<file path="src/sv/ppa_pkg.sv">
`default_nettype none
package ppa_pkg;
  localparam int MAX_DEGREE_D   = 16;
  localparam int MAX_SEGMENTS_D = 64;
  localparam int TABLE_WORDS_D  = 1153;
  localparam int CFG_W   = 7;
  localparam int IDX_W   = 11;
  localparam int SEG_W   = 6;
  localparam int DEG_W   = 5;
  localparam int CNT_W   = 7;

  localparam logic [CFG_W-1:0] REG_DEGREE = 7'd0;
  localparam logic [CFG_W-1:0] REG_COUNT  = 7'd1;
  localparam logic ACT_LOAD = 1'b0;
  localparam logic ACT_EVAL = 1'b1;

  localparam logic [31:0] QNAN32 = 32'h7FC00000;
  localparam logic [31:0] INF32  = 32'h7F800000;

  typedef struct packed {
    logic        rd_en;
    logic        clr_x;
    logic        cmp_lo;
    logic        cmp_hi;
    logic        ld_acc;
    logic        fma_go;
  } ppa_cmd_t;

  typedef struct packed {
    logic fma_done;
  } ppa_sts_t;

  function automatic logic is_nan(input logic [31:0] v);
    return v[30:0] > INF32[30:0];
  endfunction

  function automatic logic [31:0] okey(input logic [31:0] v);
    logic [31:0] w;
    w = (v[30:0] == 31'd0) ? 32'd0 : v;
    return w[31] ? ~w : (w | 32'h80000000);
  endfunction

  // Ordered a < b; false with any NaN.
  function automatic logic fp_lt(input logic [31:0] a, input logic [31:0] b);
    return !is_nan(a) && !is_nan(b) && (okey(a) < okey(b));
  endfunction
endpackage
`default_nettype wire

</file>
<file path="src/sv/ppa_ctrl.sv">
`default_nettype none
module ppa_ctrl #(
  parameter int MAX_DEGREE   = ppa_pkg::MAX_DEGREE_D,
  parameter int MAX_SEGMENTS = ppa_pkg::MAX_SEGMENTS_D,
  parameter int TABLE_WORDS  = ppa_pkg::TABLE_WORDS_D,
  parameter int AW = $clog2(TABLE_WORDS)
) (
  input  wire logic                     clk,
  input  wire logic                     rst_n,
  input  wire logic                     start,
  input  wire logic [ppa_pkg::DEG_W-1:0] deg_cfg,
  input  wire logic [ppa_pkg::CNT_W-1:0] cnt_cfg,
  input  wire logic                     ge_seg,
  input  wire ppa_pkg::ppa_sts_t        sts,
  input  wire logic                     out_taken,
  output ppa_pkg::ppa_cmd_t             cmd,
  output logic      [AW-1:0]            rd_addr,
  output logic                          busy,
  output logic                          res_valid,
  output logic      [ppa_pkg::SEG_W-1:0] seg_r
);
  typedef enum logic [2:0] {S_IDLE, S_LO, S_HI, S_SEG, S_TOP, S_FMA, S_WAIT, S_OUT} st_t;
  localparam int SW = $clog2(MAX_SEGMENTS + 1);
  localparam int DW = $clog2(MAX_DEGREE + 2);
  st_t st_r;
  logic [SW-1:0] cnt_r, s_r;
  logic [DW-1:0] deg_r, k_r;
  logic [AW+1:0] base_r, addr_w;
  logic          pend_r;

  always_comb begin
    cmd = '0;
    addr_w = '0;
    case (st_r)
      S_IDLE: begin cmd.rd_en = start; cmd.clr_x = start; addr_w = '0; end
      S_LO:   begin cmd.rd_en = 1'b1; cmd.cmp_lo = 1'b1; addr_w = (AW+2)'(cnt_r); end
      S_HI:   begin cmd.rd_en = 1'b1; cmd.cmp_hi = 1'b1; addr_w = (AW+2)'(1); end
      S_SEG:  begin
        cmd.rd_en = 1'b1;
        addr_w = (AW+2)'(s_r) + 1'b1;
        if (s_r + 1'b1 >= cnt_r || !pend_r)
          addr_w = (AW+2)'(cnt_r) + 1'b1 +
                   (AW+2)'((pend_r && ge_seg) ? ppa_pkg::SEG_W'(s_r) : seg_r) *
                   (AW+2)'(deg_r + 1'b1) + (AW+2)'(deg_r);
      end
      S_TOP:  begin cmd.ld_acc = 1'b1; cmd.rd_en = 1'b1; addr_w = base_r + (AW+2)'(k_r); end
      S_FMA:  cmd.fma_go = 1'b1;
      // The next lower coefficient is fetched as the current step finishes.
      S_WAIT: begin
        cmd.rd_en = sts.fma_done;
        addr_w = base_r + (AW+2)'(k_r - 1'b1);
      end
      default: ;
    endcase
    rd_addr = (addr_w < (AW+2)'(TABLE_WORDS)) ? addr_w[AW-1:0] : '0;
  end

  assign busy = st_r != S_IDLE;
  assign res_valid = st_r == S_OUT;

  // S_SEG runs one cycle per boundary; the boundary read in the previous cycle is compared.
  always_ff @(posedge clk) begin
    if (!rst_n) begin
      st_r <= S_IDLE;
      pend_r <= 1'b0;
    end else begin
      case (st_r)
        S_IDLE: if (start) begin
          cnt_r <= (cnt_cfg == '0) ? SW'(1) :
                   (int'(cnt_cfg) > MAX_SEGMENTS) ? SW'(MAX_SEGMENTS) : SW'(cnt_cfg);
          deg_r <= (int'(deg_cfg) > MAX_DEGREE) ? DW'(MAX_DEGREE) : DW'(deg_cfg);
          seg_r <= '0;
          st_r <= S_LO;
        end
        S_LO: st_r <= S_HI;
        S_HI: begin s_r <= SW'(1); pend_r <= cnt_r > SW'(1); st_r <= S_SEG; end
        S_SEG: begin
          if (pend_r && ge_seg) seg_r <= ppa_pkg::SEG_W'(s_r);
          if (s_r + 1'b1 >= cnt_r || !pend_r) begin
            pend_r <= 1'b0;
            base_r <= (AW+2)'(cnt_r) + 1'b1 +
                      (AW+2)'((pend_r && ge_seg) ? ppa_pkg::SEG_W'(s_r) : seg_r) *
                      (AW+2)'(deg_r + 1'b1);
            k_r <= deg_r - 1'b1;
            st_r <= S_TOP;
          end
          s_r <= s_r + 1'b1;
        end
        S_TOP: st_r <= (deg_r == '0) ? S_OUT : S_FMA;
        S_FMA: st_r <= S_WAIT;
        S_WAIT: if (sts.fma_done) begin
          if (k_r == '0) st_r <= S_OUT;
          else begin k_r <= k_r - 1'b1; st_r <= S_FMA; end
        end
        S_OUT: if (out_taken) st_r <= S_IDLE;
        default: st_r <= S_IDLE;
      endcase
    end
  end
endmodule
`default_nettype wire

</file>
<file path="config.mk">
export PLATFORM = sky130hd
export DESIGN_NAME = ppa_ctrl
export DESIGN_NICKNAME = d
export VERILOG_FILES = /design/src/sv/ppa_pkg.sv /design/src/sv/ppa_ctrl.sv
export SDC_FILE = /design/constraint.sdc
export NUM_CORES = 1
export LEC_CHECK = 0
export ABC_AREA = 1
export BUFFER_PORTS_ARGS = -buffer_cell sky130_fd_sc_hd__buf_4
export CORE_UTILIZATION = 45
export CTS_CLUSTER_DIAMETER = 120
export CTS_CLUSTER_SIZE = 30
export DETAILED_ROUTE_END_ITERATION = 6
export PLACE_DENSITY_LB_ADDON = 0.15
export SYNTH_ARGS = -nofsm -noshare
export SYNTH_HDL_FRONTEND = slang
export SYNTH_SLANG_ARGS = --single-unit
</file>
<file path="constraint.sdc">
create_clock -name clk -period 7.4 [get_ports clk]
set_input_delay 1.11 -clock clk [delete_from_list [all_inputs] [get_ports clk]]
set_output_delay 1.11 -clock clk [all_outputs]
set_load 0.02 [all_outputs]
</file>
==> summary.md, run 1 <==
| Metric | Value |
|---|---|
| Outcome | `finished, final reports clean` |
| Count leader, synth | `nand2_1` |
| Die Wd | `115.6 um` |
| Post-synth ARST share | `0` |
| Diodes inserted | `0` |
| Routability congestion estimate from global placement | `0.9253` |
| Vias | `5440` |
| Area Overhead vs Synth | `19.36%` |
| Worst-path clk slew | `0.07 ns` |
| Max Fclk | `0.1400 GHz` |
| Register bit total from synthesis | `47` |
| Final Critical Period | `7.141 ns` |
| Syn_nets | `921` |
| Delay-heaviest family, CP | `adder cells` |
| Hold-fix buffers, CTS | `0` |
| Slew Limit Headroom | `0.2454` |
| Hpwl dp | `12310 um` |
| Setup_tns | `0 ns` |
| Number of buffers created by CTS | `5` |
| WP data arrival | `6.03 ns` |
| Fill count | `1261` |
| Synth top area share | `0.2225` |
| Crit-path most repeated cell | `nand2_2` |
| Initial Util | `0.4599` |
| TritonCTS clock tree | `done` |
| Largest net degree at the start of global routing | `16` |
| Req. time, crit path | `6.29 ns` |
| H-tree depth | `2` |
| Fin. Hold Viols | `0` |
| Post-synth top cells | `180 x nand2_1, 162 x inv_1, 104 x nor2_1` |
| Avg Cell Area, Syn | `7.096 sq um` |
| DR WL/cell | `14.26 um` |
| Synth top area cells | `edfxtp_1 22%, ha_1 13%, nand2_1 12%` |
| Post-synth EDFFs | `43` |
| Final net count | `989` |
| Final setup violation count | `0` |
| Drt pass-1 iters | `5` |
| Global-route wire length before repair | `24040 um` |
| Total track usage | `0.2333` |
| Post-DP Area | `0.006469 sq mm` |
| Final Cycle Share | `0.9650` |
| Crit path buf inv count | `8` |
| PD cells | `336.7 mW/mm^2` |
| Number of distinct library cells after synthesis | `46` |
| Sequential share of the synthesized area | `0.2363` |
| Setup crit start kind | `input port` |
| Critical path type | `input port to primary output` |
| Slew @ Worst Pin | `1.128 ns` |
| Area leader, netlist | `edfxtp_1` |
| Port bufs | `42` |
| Routed Antenna Nets | `0` |
| Leak pwr | `3.570 nW` |
| CP peak stage delay | `0.49 ns` |
| Clock Tree Buf Depth | `2` |
| Initial DRC count | `381` |
| Final Util | `0.5490` |
| Placeable Area | `0.01262 sq mm` |
| Max-cap viol count | `0` |
| Number of global-route vias before repair | `5145` |
| Cell row count | `41` |
| Fin Clk Skew | `0.01100 ns` |
| Mapped Area | `0.005804 sq mm` |
| Clock root cell | `clkbuf_16` |
| DIE HEIGHT | `115.6 um` |
| Drt total wl | `15100 um` |
| CP Capture Type | `primary output` |
| Yosys warns | `0` |
| Drt via density | `5.137` |
| Predominant post-synthesis flop cell | `edfxtp_1` |
| CP max-delay cell | `fa_1` |
| Global route total overflow | `0` |
| # clock sinks | `47` |
| Die area | `0.01336 sq mm` |
| # IOs | `43` |
| Design area | `0.006928 sq mm` |
| CP max FO | `6` |
| Drc violations | `0` |
| Final Max Tran Viols | `0` |
| HP Class | `flip-flop to flip-flop` |
| Peak VDD IR | `217.6 uV` |
| Worst skew pair latency | `0.31 ns` |
| Mapped Cells | `818` |
| Antenna violations before repair | `0` |
| Layout cells sized above 1 | `0.1973` |
-- repair_timing --
item                                    4_1_cts  5_1_grt
pin swaps                                     0       23
resized for setup                             3       63
cloned                                        0        2
buffers inserted                              0        2
endpoints found under the setup margin       11       11
hold endpoints to repair                      0        0
-- flip-flops by register name, indices dropped and copies added (netlist names) --
| signal | cells |
|---|---|
| base_r | 13 |
| cnt_r | 7 |
| s_r | 7 |
| seg_r | 6 |
| deg_r | 5 |
| k_r | 5 |
| st_r | 3 |
| pend_r | 1 |
-- layer usage --
metal,GRT usage,up-vias,routed length (um)
met5,0,-,0
met4,0.08831,0,390
met3,0.04027,27,775
met2,0.3900,158,7332
met1,0.3015,2528,6599
li1,-,2727,-
-- placed cells by master (no fill, tap or decap), types with 7 or more instances in the layout --
cell type  count
nor2_1        93
nand3_1       58
nand3b_1       7
xor2_1        11
o21ai_0       20
buf_4         66
a21oi_1       21
nor2_2        15
nand2_1      173
edfxtp_1      43
nor2_4        16
inv_1        156
ha_1          56
nand4_1       17
inv_2         11
fa_1          24
nand2_2       15
-- final cells by class --
class / instances / area [sq um] / share of cell area
multi-input cells: 591 / 3984 / 0.5750
flip-flops and latches: 47 / 1371 / 0.1979
inverters: 172 / 655.6 / 0.09464
repair buffers: 69 / 533.0 / 0.07694
well taps: 172 / 215.2 / 0.03106
clock buffers: 5 / 125.1 / 0.01806
clock inverters: 3 / 43.79 / 0.006321
-- worst min-delay path, cell delays in order (launching register included) --
cell,delay (ns)
edfxtp_1,0.37
o31ai_1,0.10
a21oi_1,0.14
-- final timing paths --
path                 start    endpoint  slack (ns)  depth (start not counted)
setup / recovery    ge_seg  rd_addr[2]        0.26                         34
hold / removal    cnt_r[2]      pend_r        0.63                          2
setup reg to reg  deg_r[2]  base_r[10]        2.52                         19
hold reg to reg   cnt_r[2]      pend_r        0.63                          2
-- logic make-up after synthesis --
group,count (synthesis),synth area share
and+or+nand+nor,420,0.3335
buffers and inverters,182,0.1205
adders and majority gates,85,0.2143
AOI/OAI and AO/OA,66,0.06834
DFF,47,0.2363
xor gates and xnor gates,18,0.02716
-- where the power goes --
part / switching (mW) / internal (mW)
Combinational: 1.02 / 0.682
Sequential: 0.0199 / 0.338
Clock: 0.109 / 0.160
Total: 1.15 / 1.18
-- through the flow --
step           hold slack [ns]  setup slack, ns  power (mW)  instances
4_1_cts                 0.5744         0.003857       2.104       1055
3_3_place_gp            0.5389         -0.05222       1.804       1047
5_1_grt                 0.6537         -0.07739       2.550       1059
6_report                0.6311           0.2592       2.333       1059
2_1_floorplan           0.4999           0.4070       1.432        818
3_5_place_dp            0.5482          -0.1275       1.830       1047
Note: power is estimated with default switching activity, not from simulation.
==> run 2: changes to the inputs <==
BUFFER_PORTS_ARGS = -buffer_cell sky130_fd_sc_hd__buf_2   (was -buffer_cell sky130_fd_sc_hd__buf_4)
GPL_ROUTABILITY_DRIVEN = 0   (was unset)
HOLD_SLACK_MARGIN = 0.1   (was unset)
==> summary.md, run 2 (synthesis gave the netlist of run 1 again) <==
| Metric | Value |
|---|---|
| Critical path type | `input port to primary output` |
| Placeable Area | `0.01262 sq mm (unchanged)` |
| CP peak stage delay | `0.49 ns (about the same)` |
| Clock Tree Buf Depth | `2 (unchanged)` |
| Sequential share of power | `0.166 (+0.013)` |
| Most frequent cells in the layout | `174 x nand2_1, 158 x inv_1, 94 x nor2_1` |
| DIE HEIGHT | `115.6 um (unchanged)` |
| Drc violations | `0 (unchanged)` |
| Drt via density | `5.031 (-2.1%)` |
| Internal | `1.093 mW (-7.4%)` |
| Logic pwr share | `0.726 (-0.005)` |
| Global-route wire length before repair | `23050 um (-4.1%)` |
| # clock sinks | `47 (unchanged)` |
| Cell row count | `41 (unchanged)` |
| Diodes inserted | `0 (unchanged)` |
| Drt total wl | `14330 um (-5.1%)` |
| Highest routed layer | `met4` |
| Routed Antenna Nets | `0 (unchanged)` |
| Dpl ws | `-0.1557 ns (-0.02821 ns)` |
| Biggest regs | `base_r (13), cnt_r (7), s_r (7)` |
| Switching share of total power | `0.4933 (-0.001019)` |
| Die area | `0.01336 sq mm (unchanged)` |
| Total track usage | `0.2221 (-0.01127)` |
| WP data arrival | `5.99 ns (-0.04 ns)` |
| Most common cell after layout, fill and taps aside | `nand2_1` |
| Dpl cells | `1045 (-0.19%)` |
| Drt pass-1 iters | `5 (unchanged)` |
| Met1 Routed Length | `6633 um (+0.52%)` |
| Max-cap viol count | `0 (unchanged)` |
| CP max FO | `6 (unchanged)` |
| Vias | `5328 (-2.1%)` |
| Worst Hold Path EP | `st_r[2]` |
| Reg2reg path depth | `21 (+2)` |
| Clock root cell | `clkbuf_16` |
| Req. time, crit path | `6.29 ns (about the same)` |
| Slew Limit Headroom | `0.2346 (-0.01087)` |
| Worst-path clk slew | `0.07 ns (about the same)` |
| Number of global-route vias before repair | `4909 (-4.6%)` |
| Critical path origin | `ge_seg` |
| Final setup violation count | `0 (unchanged)` |
| Routed wl met3 | `505 um (-35%)` |
| CP Capture Type | `primary output` |
| Final Critical Period | `7.096 ns (-0.04519 ns)` |
| H-tree depth | `2 (unchanged)` |
| WL met2 | `6928 um (-5.5%)` |
| Initial DRC count | `349 (-8.4%)` |
| Area Overhead vs Synth | `17.22%` |
| HP Class | `flip-flop to flip-flop` |
| Largest net degree at the start of global routing | `16 (unchanged)` |
| Final Max Tran Viols | `0 (unchanged)` |
| Leak pwr | `3.539 nW (-0.87%)` |
| Antenna violations before repair | `0 (unchanged)` |
| Outcome | `finished, final reports clean` |
| # IOs | `43 (unchanged)` |
| Global route total overflow | `0 (unchanged)` |
| Slew @ Worst Pin | `1.144 ns (+0.01624 ns)` |
| Fin. Hold Viols | `0 (unchanged)` |
| Reg2reg setup slack | `2.63 ns (+0.11 ns)` |
| Final Cycle Share | `0.9589 (-0.006107)` |
| R2r startpoint | `deg_r[0]` |
| Fin Clk Skew | `0.009970 ns (-0.001031 ns)` |
| CP max-delay cell | `fa_1` |
| Crit-path most repeated cell | `nand2_2` |
| Number of buffers created by CTS | `5 (unchanged)` |
| Reg2reg end | `base_r[11]` |
| Setup crit start kind | `input port` |
| Max reg flops | `13 (unchanged)` |
| TritonCTS clock tree | `done` |
| Layout cells sized above 1 | `0.1973 (unchanged)` |
| Psw | `1.064 mW (-7.7%)` |
| Hpwl dp | `12010 um (-2.5%)` |
| Clock power frac | `0.108 (-0.007)` |
| PD cells | `317.0 mW/mm^2 (-5.9%)` |
| Hold path startpoint | `st_r[2]` |
| Hold-fix buffers, CTS | `0 (unchanged)` |
| Max Fclk | `0.1409 GHz (+0.64%)` |
| Non-Filler Instances | `1059 (unchanged)` |
| Peak VDD IR | `191.0 uV (-12%)` |
| Fill count | `1238 (-1.8%)` |
| Final worst slack | `0.3044 ns (+0.04519 ns)` |
| Final net count | `989 (unchanged)` |
| Port bufs | `42 (unchanged)` |
| Worst skew pair latency | `0.31 ns (about the same)` |
| DR WL/cell | `13.53 um (-5.1%)` |
| Most flops, register | `base_r` |
| Hold path depth | `2 (unchanged)` |
| Die Wd | `115.6 um (unchanged)` |
| Initial Util | `0.4599 (unchanged)` |
[run 2: how the worst max path moves through the flow]
stage,to,slack [ns],cells past startpoint
after global routing,rd_addr[7],-0.04,34
after CTS,rd_addr[4],0.06,30
after global placement,rd_addr[1],-0.02,29
after floorplan,rd_addr[0],0.41,29
final,rd_addr[7],0.30,34
after detailed placement,rd_addr[4],-0.16,29
[run 2: worst max-delay path: cells and delay by family]
| family | cells | cell delay [ns] |
|---|---|---|
| adder cells (fa/ha/maj) | 6 | 2.11 |
| AND/OR/NAND/NOR | 18 | 1.82 |
| buffers and inverters | 8 | 0.71 |
| XOR/XNOR | 1 | 0.16 |
| AO/OA/AOI/OAI | 1 | 0.05 |
[run 2: stage by stage]
step | util | power [mW] | TNS, ns | hold slack, ns | area [sq um]
2_1_floorplan | - | 1.432 | 0 | 0.4999 | 5804
3_3_place_gp | 0.5031 | 1.758 | -0.2063 | 0.5447 | 6349
3_5_place_dp | 0.5031 | 1.791 | -1.506 | 0.5623 | 6349
4_1_cts | 0.5148 | 2.026 | 0 | 0.5857 | 6496
5_1_grt | 0.5392 | 2.382 | -0.1007 | 0.6635 | 6804
6_report | 0.5392 | 2.157 | 0 | 0.6221 | 6804
[run 2: timing repair]
| item | in CTS | in global routing |
|---|---|---|
| gates resized for setup | 4 | 67 |
| endpoints found under the setup margin | 11 | 11 |
| pin swaps | 0 | 14 |
| cloned | 0 | 2 |
| setup buffers | 0 | 4 |
[run 2: layout make-up]
cell class | instances | area (sq um) | share of cell area
Multi-Input combinational cell | 591 | 3974 | 0.5840
Sequential cell | 47 | 1371 | 0.2015
Inverter | 172 | 648.1 | 0.09526
Timing Repair Buffer | 69 | 450.4 | 0.06620
Tap cell | 172 | 215.2 | 0.03163
Clock buffer | 5 | 125.1 | 0.01839
Clock inverter | 3 | 20.02 | 0.002942
[run 2: layer usage]
metal / track usage / vias to the layer above
met5: 0 / -
met4: 0.06407 / 0
met3: 0.02772 / 19
met2: 0.3737 / 91
met1: 0.2990 / 2489
li1: - / 2729
[run 2: power by group through the flow]
stage	logic, mW	registers (mW)	clock network (mW)
after CTS	1.44	0.356	0.235
after global routing	1.78	0.360	0.239
final	1.57	0.358	0.232
after global placement	1.40	0.361	0
after detailed placement	1.43	0.361	0
after floorplan	1.08	0.357	0
